--- src/design/fpi_pkg.sv ---
package fpi_pkg;

  localparam int ERROR_TERMS    = 8;
  localparam int RATE_TERMS     = 8;
  localparam int OUTPUT_TERMS   = 8;
  localparam int MAX_CONDITIONS = 8;

  // point store: error points, rate points, then output centers
  localparam int PMEM_DEPTH = 72;
  localparam int PMEM_AW    = $clog2(PMEM_DEPTH);
  localparam int RMEM_DEPTH = 64;
  localparam int RMEM_AW    = $clog2(RMEM_DEPTH);

  localparam logic [15:0] DEG_ONE = 16'h8000;

  typedef enum logic [2:0] {
    KIND_EVAL    = 3'd0,
    KIND_ERR_PT  = 3'd1,
    KIND_RATE_PT = 3'd2,
    KIND_CENTER  = 3'd3,
    KIND_RULE    = 3'd4
  } kind_e;

  typedef enum logic [2:0] {
    ST_IDLE,
    ST_LOAD,
    ST_DEG,
    ST_DIV_DEG,
    ST_RULE,
    ST_ACC,
    ST_DIV_OUT,
    ST_DONE
  } state_e;

  typedef struct packed {
    logic [2:0]         kind;
    logic [5:0]         entry_index;
    logic signed [15:0] entry_value;
    logic signed [15:0] error_sample;
    logic signed [15:0] rate_sample;
  } in_word_t;

  typedef struct packed {
    logic signed [15:0] drive;
    logic               no_rule_fired;
  } out_word_t;

endpackage

--- src/design/fpi_ram.sv ---
module fpi_ram #(
  parameter int WIDTH = 16,
  parameter int DEPTH = 64
) (
  input  logic                     clk_i,
  input  logic                     we_i,
  input  logic [$clog2(DEPTH)-1:0] waddr_i,
  input  logic [WIDTH-1:0]         wdata_i,
  input  logic [$clog2(DEPTH)-1:0] raddr_i,
  output logic [WIDTH-1:0]         rdata_o
);

  logic [WIDTH-1:0] mem_q [DEPTH];

  always_ff @(posedge clk_i) begin
    if (we_i) begin
      mem_q[waddr_i] <= wdata_i;
    end
    rdata_o <= mem_q[raddr_i];
  end

endmodule

--- src/design/fuzzy_pd_inference.sv ---
// Fuzzy PD controller: error and rate samples in, Q8.8 drive out.
// Input channel (in_valid_i / in_stall_o) carries one word per item. Write
// kinds load term points, centers or rule conditions; they give no result.
// An evaluate word gives one result word on the output channel
// (out_valid_o / out_stall_i).
// Evaluate sequence: each of the 16 terms fetches its four points and is
// classified, then runs the divider when the sample sits on a slope
// (one quotient bit per cycle). Then the 64 rule slots are walked, the
// centers are weighted, the weighted sum is divided one quotient bit per
// cycle (skipped when no rule fires), and the output register is loaded.
// The time per evaluate is set by the shared bit-serial divider and the
// single read port of the point memory.
// One item is in work at a time; in_stall_o is high until it finishes.
// A finished word waits in the output register; the next item is taken
// while it waits, and a second evaluate holds at its end until it drains.
// Reset clears all rule conditions (rules unused) and no_rule_value.
// Points and centers are undefined until written.
// APB register 0 (address 0): no_rule_value, the fallback drive.
module fuzzy_pd_inference (
  input  logic               clk_i,
  input  logic               rst_ni,
  input  logic               in_valid_i,
  output logic               in_stall_o,
  input  fpi_pkg::in_word_t  in_i,
  output logic               out_valid_o,
  input  logic               out_stall_i,
  output fpi_pkg::out_word_t out_o,
  input  logic               psel,
  input  logic               penable,
  input  logic               pwrite,
  input  logic [2:0]         paddr,
  input  logic [31:0]        pwdata,
  output logic [31:0]        prdata,
  output logic               pready
);

  fpi_pkg::state_e state_q, state_d;

  logic               in_acc;
  logic               out_free;
  logic signed [15:0] nrv_q;

  logic [3:0]         term_q, term_d;
  logic [6:0]         cnt_q, cnt_d;
  logic signed [15:0] pt_q [4];
  logic signed [15:0] xe_q, xr_q;
  logic [15:0]        edeg_q [8];
  logic [15:0]        rdeg_q [8];
  logic [15:0]        warr_q [8];
  logic [15:0]        w_q, w_d;
  logic [18:0]        dacc_q, dacc_d;
  logic signed [35:0] num_q, num_d;
  logic signed [32:0] prod_q, prod_d;
  logic               pv_q, pv_d;
  logic [18:0]        rem_q, rem_d;
  logic [35:0]        dq_q, dq_d;
  logic [18:0]        den_q, den_d;
  logic               neg_q, neg_d;
  logic               fb_q, fb_d;

  logic [63:0]        rvld_q;
  logic               rv_q;

  logic               out_valid_q;
  fpi_pkg::out_word_t out_q;
  fpi_pkg::out_word_t res;

  // memory ports
  logic                        pm_we;
  logic [fpi_pkg::PMEM_AW-1:0] pm_waddr, pm_raddr;
  logic [15:0]                 pm_rdata;
  logic                        rm_we;
  logic [fpi_pkg::RMEM_AW-1:0] rm_raddr;
  logic [6:0]                  rm_rdata;

  // degree and strength writes
  logic        deg_we;
  logic [15:0] deg_val;
  logic        w_we;
  logic [2:0]  w_idx;
  logic [15:0] w_val;

  assign in_stall_o = (state_q != fpi_pkg::ST_IDLE);
  assign in_acc     = in_valid_i && !in_stall_o;
  assign out_free   = !out_valid_q || !out_stall_i;

  // configuration port
  assign pready = 1'b1;
  always_comb begin
    prdata = '0;
    if (paddr == 3'd0) begin
      prdata = {{16{nrv_q[15]}}, nrv_q};
    end
  end

  always_ff @(posedge clk_i or negedge rst_ni) begin
    if (!rst_ni) begin
      nrv_q <= '0;
    end else if (psel && penable && pwrite && pready && paddr == 3'd0) begin
      nrv_q <= pwdata[15:0];
    end
  end

  // writes into the point store and rule store
  always_comb begin
    pm_we    = 1'b0;
    pm_waddr = '0;
    rm_we    = 1'b0;
    if (in_acc) begin
      case (fpi_pkg::kind_e'(in_i.kind))
        fpi_pkg::KIND_ERR_PT: begin
          pm_we    = !in_i.entry_index[5];
          pm_waddr = {2'b00, in_i.entry_index[4:0]};
        end
        fpi_pkg::KIND_RATE_PT: begin
          pm_we    = !in_i.entry_index[5];
          pm_waddr = {2'b01, in_i.entry_index[4:0]};
        end
        fpi_pkg::KIND_CENTER: begin
          pm_we    = (in_i.entry_index[5:3] == 3'd0);
          pm_waddr = {4'b1000, in_i.entry_index[2:0]};
        end
        fpi_pkg::KIND_RULE: begin
          rm_we = 1'b1;
        end
        default: begin
        end
      endcase
    end
  end

  fpi_ram #(.WIDTH(16), .DEPTH(fpi_pkg::PMEM_DEPTH)) u_pmem (
    .clk_i   (clk_i),
    .we_i    (pm_we),
    .waddr_i (pm_waddr),
    .wdata_i (in_i.entry_value),
    .raddr_i (pm_raddr),
    .rdata_o (pm_rdata)
  );

  fpi_ram #(.WIDTH(7), .DEPTH(fpi_pkg::RMEM_DEPTH)) u_rmem (
    .clk_i   (clk_i),
    .we_i    (rm_we),
    .waddr_i (in_i.entry_index),
    .wdata_i (in_i.entry_value[6:0]),
    .raddr_i (rm_raddr),
    .rdata_o (rm_rdata)
  );

  // trapezoid classification of the current term
  logic signed [15:0] x, pa, pb, pc, pd;
  logic               tz_zero, tz_one, tz_rise, need_div;
  logic signed [16:0] diff_rise, diff_fall, span_rise, span_fall;

  always_comb begin
    x  = term_q[3] ? xr_q : xe_q;
    pa = pt_q[0];
    pb = pt_q[1];
    pc = pt_q[2];
    pd = pt_q[3];
    tz_zero   = (x < pa) || (x > pd);
    tz_one    = (x == pb && pa == pb) || (x == pd && pc == pd) || (x >= pb && x <= pc);
    tz_rise   = (x < pb);
    need_div  = !tz_zero && !tz_one;
    diff_rise = 17'(x) - 17'(pa);
    diff_fall = 17'(pd) - 17'(x);
    span_rise = 17'(pb) - 17'(pa);
    span_fall = 17'(pd) - 17'(pc);
  end

  // shared restoring divider step
  logic [19:0] rem_sh;
  logic        div_ge;
  logic [19:0] rem_sub;
  always_comb begin
    rem_sh  = {rem_q, dq_q[35]};
    div_ge  = (rem_sh >= {1'b0, den_q});
    rem_sub = rem_sh - {1'b0, den_q};
  end

  // rule slot being processed
  logic [5:0]  rslot;
  logic [6:0]  rr;
  logic [15:0] de, dr, m, wcur, wnext;
  logic        used;
  always_comb begin
    rslot = 6'(cnt_q - 7'd1);
    rr    = rv_q ? rm_rdata : 7'd0;
    de    = ({1'b0, rr[5:3]} < 4'(fpi_pkg::ERROR_TERMS)) ? edeg_q[rr[5:3]] : 16'd0;
    dr    = ({1'b0, rr[2:0]} < 4'(fpi_pkg::RATE_TERMS)) ? rdeg_q[rr[2:0]] : 16'd0;
    m     = (de < dr) ? de : dr;
    used  = rr[6] && ({1'b0, rslot[2:0]} < 4'(fpi_pkg::MAX_CONDITIONS));
    wcur  = (rslot[2:0] == 3'd0) ? 16'd0 : w_q;
    wnext = (used && m > wcur) ? m : wcur;
  end

  // magnitude with rounding, fallback and saturation
  logic [35:0] mag;
  always_comb begin
    mag = num_q[35] ? 36'(-num_q) : 36'(num_q);
    mag = mag + {17'd0, dacc_q[18:1]};
    res = '0;
    if (fb_q) begin
      res.drive         = nrv_q;
      res.no_rule_fired = 1'b1;
    end else if (!neg_q) begin
      res.drive = (dq_q > 36'd32767) ? 16'sh7FFF : dq_q[15:0];
    end else begin
      res.drive = (dq_q > 36'd32768) ? 16'sh8000 : 16'(-dq_q[15:0]);
    end
  end

  // next state
  always_comb begin
    state_d = state_q;
    case (state_q)
      fpi_pkg::ST_IDLE: begin
        if (in_acc && fpi_pkg::kind_e'(in_i.kind) == fpi_pkg::KIND_EVAL) begin
          state_d = fpi_pkg::ST_LOAD;
        end
      end
      fpi_pkg::ST_LOAD: begin
        if (cnt_q == 7'd4) state_d = fpi_pkg::ST_DEG;
      end
      fpi_pkg::ST_DEG: begin
        if (need_div) state_d = fpi_pkg::ST_DIV_DEG;
        else if (term_q == 4'd15) state_d = fpi_pkg::ST_RULE;
        else state_d = fpi_pkg::ST_LOAD;
      end
      fpi_pkg::ST_DIV_DEG: begin
        if (cnt_q == 7'd14) begin
          state_d = (term_q == 4'd15) ? fpi_pkg::ST_RULE : fpi_pkg::ST_LOAD;
        end
      end
      fpi_pkg::ST_RULE: begin
        if (cnt_q == 7'd64) state_d = fpi_pkg::ST_ACC;
      end
      fpi_pkg::ST_ACC: begin
        if (cnt_q == 7'd10) begin
          state_d = (dacc_q == '0) ? fpi_pkg::ST_DONE : fpi_pkg::ST_DIV_OUT;
        end
      end
      fpi_pkg::ST_DIV_OUT: begin
        if (cnt_q == 7'd35) state_d = fpi_pkg::ST_DONE;
      end
      fpi_pkg::ST_DONE: begin
        if (out_free) state_d = fpi_pkg::ST_IDLE;
      end
      default: state_d = fpi_pkg::ST_IDLE;
    endcase
  end

  // datapath
  always_comb begin
    term_d   = term_q;
    cnt_d    = cnt_q + 7'd1;
    w_d      = w_q;
    dacc_d   = dacc_q;
    num_d    = num_q;
    prod_d   = prod_q;
    pv_d     = 1'b0;
    rem_d    = rem_q;
    dq_d     = dq_q;
    den_d    = den_q;
    neg_d    = neg_q;
    fb_d     = fb_q;
    pm_raddr = {1'b0, term_q[3], term_q[2:0], cnt_q[1:0]};
    rm_raddr = cnt_q[5:0];
    deg_we   = 1'b0;
    deg_val  = '0;
    w_we     = 1'b0;
    w_idx    = rslot[5:3];
    w_val    = '0;
    case (state_q)
      fpi_pkg::ST_IDLE: begin
        term_d = '0;
        cnt_d  = '0;
        dacc_d = '0;
        num_d  = '0;
        fb_d   = 1'b0;
      end
      fpi_pkg::ST_LOAD: begin
        if (cnt_q == 7'd4) cnt_d = '0;
      end
      fpi_pkg::ST_DEG: begin
        cnt_d = '0;
        rem_d = tz_rise ? {3'd0, diff_rise[15:0]} : {3'd0, diff_fall[15:0]};
        den_d = tz_rise ? {3'd0, span_rise[15:0]} : {3'd0, span_fall[15:0]};
        dq_d  = '0;
        if (!need_div) begin
          deg_we  = 1'b1;
          // outside the support wins over any plateau test
          deg_val = (tz_one && !tz_zero) ? fpi_pkg::DEG_ONE : 16'd0;
          term_d  = term_q + 4'd1;
        end
      end
      fpi_pkg::ST_DIV_DEG: begin
        rem_d = div_ge ? rem_sub[18:0] : rem_sh[18:0];
        dq_d  = {dq_q[34:0], div_ge};
        if (cnt_q == 7'd14) begin
          cnt_d   = '0;
          deg_we  = 1'b1;
          deg_val = {1'b0, dq_d[14:0]};
          term_d  = term_q + 4'd1;
        end
      end
      fpi_pkg::ST_RULE: begin
        if (cnt_q != 7'd0) begin
          w_d = wnext;
          if (rslot[2:0] == 3'd7) begin
            w_we   = 1'b1;
            w_val  = ({1'b0, rslot[5:3]} < 4'(fpi_pkg::OUTPUT_TERMS)) ? wnext : 16'd0;
            dacc_d = dacc_q + {3'd0, w_val};
          end
        end
        if (cnt_q == 7'd64) cnt_d = '0;
      end
      fpi_pkg::ST_ACC: begin
        pm_raddr = {4'b1000, cnt_q[2:0]};
        if (cnt_q >= 7'd1 && cnt_q <= 7'd8) begin
          prod_d = $signed(pm_rdata) * $signed({1'b0, warr_q[3'(cnt_q - 7'd1)]});
          pv_d   = 1'b1;
        end
        if (pv_q) num_d = num_q + 36'(prod_q);
        if (cnt_q == 7'd10) begin
          cnt_d = '0;
          fb_d  = (dacc_q == '0);
          neg_d = num_q[35];
          rem_d = '0;
          dq_d  = mag;
          den_d = dacc_q;
        end
      end
      fpi_pkg::ST_DIV_OUT: begin
        rem_d = div_ge ? rem_sub[18:0] : rem_sh[18:0];
        dq_d  = {dq_q[34:0], div_ge};
      end
      fpi_pkg::ST_DONE: begin
        cnt_d = '0;
      end
      default: begin
      end
    endcase
  end

  always_ff @(posedge clk_i or negedge rst_ni) begin
    if (!rst_ni) begin
      state_q     <= fpi_pkg::ST_IDLE;
      term_q      <= '0;
      cnt_q       <= '0;
      pv_q        <= 1'b0;
      fb_q        <= 1'b0;
      rvld_q      <= '0;
      rv_q        <= 1'b0;
      out_valid_q <= 1'b0;
    end else begin
      state_q <= state_d;
      term_q  <= term_d;
      cnt_q   <= cnt_d;
      pv_q    <= pv_d;
      fb_q    <= fb_d;
      rv_q    <= rvld_q[rm_raddr];
      if (rm_we) rvld_q[in_i.entry_index] <= 1'b1;
      if (state_q == fpi_pkg::ST_DONE && out_free) begin
        out_valid_q <= 1'b1;
      end else if (!out_stall_i) begin
        out_valid_q <= 1'b0;
      end
    end
  end

  always_ff @(posedge clk_i) begin
    w_q    <= w_d;
    dacc_q <= dacc_d;
    num_q  <= num_d;
    prod_q <= prod_d;
    rem_q  <= rem_d;
    dq_q   <= dq_d;
    den_q  <= den_d;
    neg_q  <= neg_d;
    if (state_q == fpi_pkg::ST_LOAD && cnt_q != 7'd0) begin
      pt_q[2'(cnt_q - 7'd1)] <= pm_rdata;
    end
    if (in_acc) begin
      xe_q <= in_i.error_sample;
      xr_q <= in_i.rate_sample;
    end
    if (deg_we) begin
      if (term_q[3]) rdeg_q[term_q[2:0]] <= deg_val;
      else edeg_q[term_q[2:0]] <= deg_val;
    end
    if (w_we) warr_q[w_idx] <= w_val;
    if (state_q == fpi_pkg::ST_DONE && out_free) out_q <= res;
  end

  assign out_valid_o = out_valid_q;
  assign out_o       = out_q;

`ifndef NO_ASSERTIONS
  a_out_from_done: assert property (@(posedge clk_i) disable iff (!rst_ni)
    $rose(out_valid_q) |-> $past(state_q == fpi_pkg::ST_DONE))
    else $error("result word appeared outside the finish step");

  a_rem_below_den: assert property (@(posedge clk_i) disable iff (!rst_ni)
    (state_q == fpi_pkg::ST_DIV_DEG || state_q == fpi_pkg::ST_DIV_OUT) |-> rem_q < den_q)
    else $error("divider remainder not below divisor");

  a_den_nonzero: assert property (@(posedge clk_i) disable iff (!rst_ni)
    state_q == fpi_pkg::ST_DIV_OUT |-> den_q != '0)
    else $error("final divide started with zero strength sum");

  a_strength_bound: assert property (@(posedge clk_i) disable iff (!rst_ni)
    state_q == fpi_pkg::ST_ACC |-> dacc_q <= 19'd262144)
    else $error("strength sum out of range");
`endif

endmodule

--- config.mk ---
export PLATFORM = sky130hd
export DESIGN_NAME = fuzzy_pd_inference
export DESIGN_NICKNAME = d
export VERILOG_FILES = /design/src/design/fpi_pkg.sv /design/src/design/fpi_ram.sv /design/src/design/fuzzy_pd_inference.sv
export SDC_FILE = /design/constraint.sdc
export NUM_CORES = 2
export LEC_CHECK = 0
export ABC_AREA = 0
export BUFFER_PORTS_ARGS = -buffer_cell sky130_fd_sc_hd__buf_2
export CELL_PAD_IN_SITES_DETAIL_PLACEMENT = 0
export CELL_PAD_IN_SITES_GLOBAL_PLACEMENT = 1
export CORE_MARGIN = 4
export CORE_UTILIZATION = 30
export DETAILED_ROUTE_END_ITERATION = 8
export GPL_TIMING_DRIVEN = 0
export PLACE_DENSITY = 0.49
export SYNTH_ARGS = -nofsm -noshare
export SYNTH_HDL_FRONTEND = slang
export SYNTH_SLANG_ARGS = --single-unit
--- constraint.sdc ---
create_clock -name clk_i -period 9 [get_ports clk_i]
set_clock_uncertainty 0.2 [all_clocks]
set_input_delay 1.8 -clock clk_i [delete_from_list [all_inputs] [get_ports clk_i]]
set_output_delay 1.8 -clock clk_i [all_outputs]
set_load 0.005 [all_outputs]
Word-level counts from Yosys, hierarchy flattened
Memories as Yosys holds them, arrays and structs flattened. A register that Yosys moved wholly into a read port is not among the register bits.
Index checks and enable logic that the tools add are counted.
Storage, ports and cells
  memories kept: 6
  register bits after elaboration: 326
  bits in writable memories: 2048
  word-level logic and storage cells: 231
Cells by class
  eq/ne operators: 34
  multiplexer cells: 89
  bitwise logic cells: 1
  multiply operators: 1
  reductions and logical operators: 51
  $lt $le $gt $ge: 15
  add/sub/neg operators: 13
Memory list
  u_pmem.mem_q: depth 72, width 16, rd ports 1, clocked after Yosys merged registers in 1, wr ports 1, line fpi_ram.sv:13  | logic [WIDTH-1:0] mem_q [DEPTH];
  u_rmem.mem_q: depth 64, width 7, rd ports 1, clocked after Yosys merged registers in 1, wr ports 1, line fpi_ram.sv:13
  edeg_q: depth 8, width 16, rd ports 1, clocked after Yosys merged registers in 0, wr ports 1, line fuzzy_pd_inference.sv:47  | logic [15:0] edeg_q [8];
  rdeg_q: depth 8, width 16, rd ports 1, clocked after Yosys merged registers in 0, wr ports 1, line fuzzy_pd_inference.sv:48  | logic [15:0] rdeg_q [8];
  warr_q: depth 8, width 16, rd ports 1, clocked after Yosys merged registers in 0, wr ports 1, line fuzzy_pd_inference.sv:49  | logic [15:0] warr_q [8];
  pt_q: depth 4, width 16, rd ports 4, clocked after Yosys merged registers in 0, wr ports 1, line fuzzy_pd_inference.sv:45  | logic signed [15:0] pt_q [4];
Operators by type and width (count)
  two-way mux 16 bit: 15
  two-way mux 36 bit: 3
  case mux 36 bit (3 select lines): 1
  two-way mux 19 bit: 5
  case mux 19 bit (2 select lines): 2
  case mux 36 bit (2 select lines): 1
  == test 16 bit: 4
  bitwise OR 64 bit: 1
  subtractor 16 bit: 4
  case mux 19 bit (3 select lines): 1
  two-way mux 7 bit: 7
  < comparator 16 bit: 3
  adder 36 x 18 -> 36 bit: 1
  adder 36 x 33 -> 36 bit: 1
  > comparator 36 x 15 -> 1 bit, second input constant: 1
  > comparator 36 x 16 -> 1 bit, second input constant: 1
  negation 36 bit: 1
  case mux 7 bit (5 select lines): 1
  multiplier 16 x 17 -> 33 bit: 1
  > comparator 16 bit: 2
  two-way mux 32 bit: 1
  case mux 16 bit (2 select lines): 1
  two-way mux 1 bit: 31
  two-way mux 3 bit: 9
  other kinds (44): 106

Depth between registers and ports, before layout
  depth after elaboration: 11
  mapped depth: 37

Hierarchy
Synthesis repeated with hierarchy kept, for this count alone.
Unflattened totals
  cells, all modules: 7086
  area total of the unflattened synthesis: 112390.3 um^2
By module, submodules not included
  fuzzy_pd_inference: area each 50091.8 um^2, cells an instance 4266, instances 1
  fpi_ram at u_pmem: area each 44662.8 um^2, cells an instance 1993, instances 1
  fpi_ram at u_rmem: area each 17635.7 um^2, cells an instance 827, instances 1

Worst setup path after synthesis
Ideal clock, no wire load.
  kind: register to register
  start: register rv_q
  end: register dacc_q[17], data pin
  data required time: 8534 ps
  data arrival time: 8859 ps
  setup slack: -325 ps
  clock period less this slack: 9325 ps
  cell stages (with the launch flop): 35
  cell sequence: dfrtp_1 > buf_2 > nand2_1 > clkbuf_1 > mux4_2 > mux2i_1 > inv_1 > ha_1 > a211o_1 > a2111oi_0 > a21oi_1 > a2111oi_2 > buf_4 > mux2i_1 > ha_1 > a21o_1 > a21o_1 > a21oi_1 > nor2b_1 > o21ai_0 > nand2_1 > o41ai_2 > clkbuf_1 > o21ai_0 > ha_1 > a21o_1 > a21o_1 > a2111oi_0 > nor3_1 > nor3_1 > o41a_1 > o21bai_1 > a41oi_1 > xor2_1 > nor2_1
On the way
  word-level cells in the longest chain between the ends: 11
  elaborated cells between the ends (all ways): 12
Ends and longest elaborated chain
  start, declared: line fuzzy_pd_inference.sv:62  | logic rv_q;
  start signal, assigned: line fuzzy_pd_inference.sv:362  | rv_q <= rvld_q[rm_raddr];
  two-way mux 7 bit (*): line fuzzy_pd_inference.sv:188  | rr = rv_q ? rm_rdata : 7'd0;
  memory read (8 x 16 bit) (on tied branches)
  < comparator 16 bit: line fuzzy_pd_inference.sv:191  | m = (de < dr) ? de : dr;
  two-way mux 16 bit: line fuzzy_pd_inference.sv:191
  > comparator 16 bit: line fuzzy_pd_inference.sv:194  | wnext = (used && m > wcur) ? m : wcur;
  logical AND 1 bit: line fuzzy_pd_inference.sv:194
  two-way mux 16 bit (*): line fuzzy_pd_inference.sv:194
  via wnext[0]: line fuzzy_pd_inference.sv:184  | logic [15:0] de, dr, m, wcur, wnext;
  adder 19 x 16 -> 19 bit (*): line fuzzy_pd_inference.sv:313  | dacc_d = dacc_q + {3'd0, w_val};
  two-way mux 19 bit (*): line fuzzy_pd_inference.sv:310  | if (rslot[2:0] == 3'd7) begin
  two-way mux 19 bit (*): line fuzzy_pd_inference.sv:308  | if (cnt_q != 7'd0) begin
  case mux 19 bit (2 select lines) (*): line fuzzy_pd_inference.sv:274  | case (state_q)
  end signal, assigned: line fuzzy_pd_inference.sv:374  | dacc_q <= dacc_d;
  end, declared: line fuzzy_pd_inference.sv:51  | logic [18:0] dacc_q, dacc_d;
Mark *: on every way through the listed nets, which the timed path passes. The rest lies on a longest branch. The select of a mux whose other input is x is not followed.
A chain may end at the register's enable or synchronous reset.

Worst setup path after layout
  start: register term_q[3]
  end: memory rdeg_q[6][12], enable pin
On the way
  word-level cells in the longest chain between the ends: 11
  elaborated cells between the ends (all ways): 21
Ends and longest elaborated chain
  start, declared: line fuzzy_pd_inference.sv:43  | logic [3:0] term_q, term_d;
  start signal, assigned: line fuzzy_pd_inference.sv:358  | term_q <= term_d;
  branches (longest 9 deep; another with >= comparator 16 bit)
  two-way mux 1 bit (*): line fuzzy_pd_inference.sv:388  | if (deg_we) begin
  two-way mux 1 bit (not written as such) (*): line fuzzy_pd_inference.sv:389  | if (term_q[3]) rdeg_q[term_q[2:0]] <= deg_val;
  end, declared: line fuzzy_pd_inference.sv:48
Mark *: on every way between the ends.

==> flow_summary.json <==
{
  "antenna_violating_nets_post_route": 0,
  "placed_cell_area_sq_um": 121000,
  "setup_viol": 0,
  "main_combinational_cell_family_by_area_after_synthesis": "multiplexers",
  "die_w_microns": 618,
  "die_h_microns": 618,
  "postRouteWirelength_microns": 394000,
  "synthAdderAreaFrac_pct": 7.52,
  "asyncSetResetFlopFracSynth_pct": 4.09,
  "first_pass_iters": 5,
  "path_cells": "clkbuf_1, buf_16, clkbuf_2, clkbuf_2, mux2i_1, inv_1, ha_1, nand4_1, nor2_1, and4_1, a221oi_1, mux2i_2, nand3_1, o21a_1, o31ai_2, nor2_1, and3_1",
  "max_freq_mhz": 115,
  "track_usage_pct": 20.1,
  "timing.hold.worst.class": "register to register",
  "globalRouteOverflowTotal": 0,
  "drv.max_cap_violation_count": 1,
  "fin_setup_tns_ns": 0,
  "final_max_slew_violation_count": 2,
  "yosys_warnings": 0,
  "critPathLaunchType": "register",
  "final-hold-violation-count": 0,
  "cts_made_buffers": 279,
  "clock-root-buffer": "sky130_fd_sc_hd__clkbuf_16",
  "critical_path_class": "register to register",
  "required_ns": 9.24,
  "clkSlewWorstSetupHoldPaths_ns": 0.06,
  "leading_cell_type_by_number_of_instances_after_synthesis": "sky130_fd_sc_hd__edfxtp_1",
  "tightestPinTransition_ns": 1.56,
  "synthSimpleGateAreaFrac_pct": 7.73,
  "nets": 8565,
  "violations": "capacitance limit, slew limit",
  "post_synth_instance_area_sq_um": 112000,
  "post_synth_most_frequent_cells": "2276 x sky130_fd_sc_hd__edfxtp_1, 642 x sky130_fd_sc_hd__nand2_1, 398 x sky130_fd_sc_hd__inv_1",
  "synth_top_area_share_pct": 61.2,
  "netlist-cell-type-count": 88,
  "flop_and_latch_count_out_of_synthesis": 2397,
  "cp.arrival_ns": 8.94,
  "clockBufferDepth": 4,
  "synth_seq_area_share_pct": 63.8,
  "avgRoutedWirePerCell_microns": 30.0,
  "max_stage_delay_ns": 0.91,
  "worst-r2r-setup-slack_ns": 0.30,
  "post_synth_main_area_contributors": "sky130_fd_sc_hd__edfxtp_1 61%, sky130_fd_sc_hd__mux4_2 8.0%, sky130_fd_sc_hd__ha_1 3.9%",
  "grt_pass1_wl_microns": 546000,
  "clock_tree.htree_level_count": 5,
  "clock-sinks": 2397,
  "hpwlAfterDp_microns": 277000,
  "drive_gt1_share_pct": 17.4,
  "tritoncts": "built",
  "drt_first_iter_violations": 6091,
  "route.detailed.drc": 0,
  "detail_route.vias_per_cell": 5.15,
  "clock_insertion_delay_worst_skew_ns": 0.93,
  "layout_min_cycle_time_ns": 8.70,
  "start_util_pct": 30.2,
  "io_pins": 151,
  "synth_enable_flop_cells": 2276,
  "synth.largest_area_cell": "sky130_fd_sc_hd__edfxtp_1",
  "numPortBuffers": 128,
  "synth-compound-area-share_pct": 5.84,
  "vias": 67516,
  "first_global_vias": 68672,
  "syn_inst": 7428,
  "core_area_sq_um": 370000,
  "run_status": "finished with violations",
  "die_area_sq_um": 382000,
  "final_core_utilization_pct": 35.2,
  "gp_congestion": 0.850,
  "finish.instance_area_sq_um": 130000,
  "critical-path-slowest-cell": "sky130_fd_sc_hd__mux2i_1",
  "grt_max_degree": 109,
  "cts_hold_fix_bufs": 0,
  "cp_max_fo": 16,
  "post_synth_xor_area_fraction_pct": 1.58,
  "post-route-period-util_pct": 96.7,
  "syn_nets": 8077,
  "area_growth_from_synthesis_to_layout_pct": 16.6,
  "muxShareOfSynthArea_pct": 10.9,
  "dominantRegCellSynth": "sky130_fd_sc_hd__edfxtp_1",
  "timing.critical_path.to_type": "register",
  "holdWs_ns": 0.258,
  "avgSynthCellArea_sq_um": 15.0,
  "fp-row-count": 223,
  "antenna_violations_before_repair": 33,
  "slew_headroom_pct": -4.55
}
[worst max-delay path, delay by kind of cell, from the launching register on]
| family | cells | cell delay [ns] |
|---|---|---|
| buffers and inverters | 5 | 2.19 |
| AND/OR/NAND/NOR | 6 | 1.52 |
| flip-flops | 1 | 0.32 |
| AO/OA/AOI/OAI | 3 | 1.80 |
| multiplexers | 2 | 1.72 |
| adder cells (fa/ha/maj) | 1 | 0.40 |
[routing by layer]
layer / wire length (microns) / share of wire, % / up-vias / GRT usage [%]
met5: 30 / 0.0076 / - / 0
met4: 11900 / 3.0 / 4 / 5.47
met3: 22500 / 5.7 / 515 / 2.89
met2: 187000 / 48 / 2108 / 33.5
met1: 172000 / 44 / 35610 / 27.6
li1: - / - / 29279 / -
[flip-flops by register name (all words and copies together), names as in the netlist, 17 cells and up]
name / count
warr_q: 128
den_q: 19
dq_q: 36
rem_q: 19
u_rmem.mem_q: 448
rdeg_q: 128
rvld_q: 64
u_pmem.mem_q: 1152
pt_q: 64
prod_q: 33
edeg_q: 128
dacc_q: 19
out_o: 17
num_q: 36
[cell families (layout without fill, tap and decap cells)]
kind of cell / after synthesis / in the layout
AND/OR/NAND/NOR: 1798 / 1798
adder cells (fa/ha/maj): 550 / 550
flip-flops: 2397 / 2397
multiplexers: 718 / 718
AO/OA/AOI/OAI: 1020 / 1020
other: 1 / 16
XOR/XNOR: 201 / 201
buffers and inverters: 743 / 1449
[through the flow]
| step | setup slack (ns) | cells |
|---|---|---|
| 6_report | 0.300 | 13099 |
| 5_1_grt | -0.0263 | 13088 |
| 4_1_cts | 0.00649 | 13080 |
| 3_5_place_dp | -3.31 | 12576 |
| 3_3_place_gp | -4.43 | 12506 |
| 2_1_floorplan | 0.0612 | 7428 |
[layout by cell type, fill, tap and decap left out, drive strengths merged, types with 34 or more instances in the layout]
cell type	synthesis	final
o21ai	206	206
or2	93	93
a21o	68	68
nand3	72	72
ha	348	348
nand2b	44	44
nor2	384	384
nor3	85	85
o22ai	88	88
mux2i	278	278
nand2	642	642
edfxtp	2276	2276
mux4	397	397
nor2b	70	70
clkinv	0	108
nor4	69	69
o21a	34	34
inv	399	404
mux2	43	43
a21oi	319	319
and2	153	153
clkbuf	220	576
or3	41	41
xnor2	121	121
dfrtp	98	98
fa	202	202
xor2	80	80
buf	124	339
nand4	39	39
[layout make-up]
| class | instances | area, sq um |
|---|---|---|
| diodes | 15 | 37.5 |
| plain buffers | 332 | 1650 |
| clock buffers | 364 | 7570 |
| clock inverters | 135 | 1310 |
| fillers | 35738 | 240000 |
| inverters | 399 | 1510 |
| multi-input cells | 4288 | 38500 |
| flip-flops and latches | 2397 | 71300 |
| well taps | 4950 | 6190 |
| repair buffers | 219 | 2290 |
[worst paths after layout]
check,from,to,depth (start not counted)
min in group asynchronous,rst_ni,rvld_q[3],1
hold / removal,rvld_q[51],rvld_q[51],1
hold reg to reg,rvld_q[51],rvld_q[51],1
setup reg to reg,term_q[3],rdeg_q[6][12],17
max in group asynchronous,rst_ni,nrv_q[12],2
setup / recovery,term_q[3],rdeg_q[6][12],17
[repair_timing]
item | CTS | global route
pin swaps | 4 | 5
setup endpoints to repair | 387 | 18
endpoints found under the hold margin | 0 | 0
setup buffers | 10 | 9
gates resized for setup | 157 | 49
cloned | 1 | 0
Power is left out: the tool's default activity adds up to more than one toggle a clock period on the data nets, which glitch-free logic cannot reach.
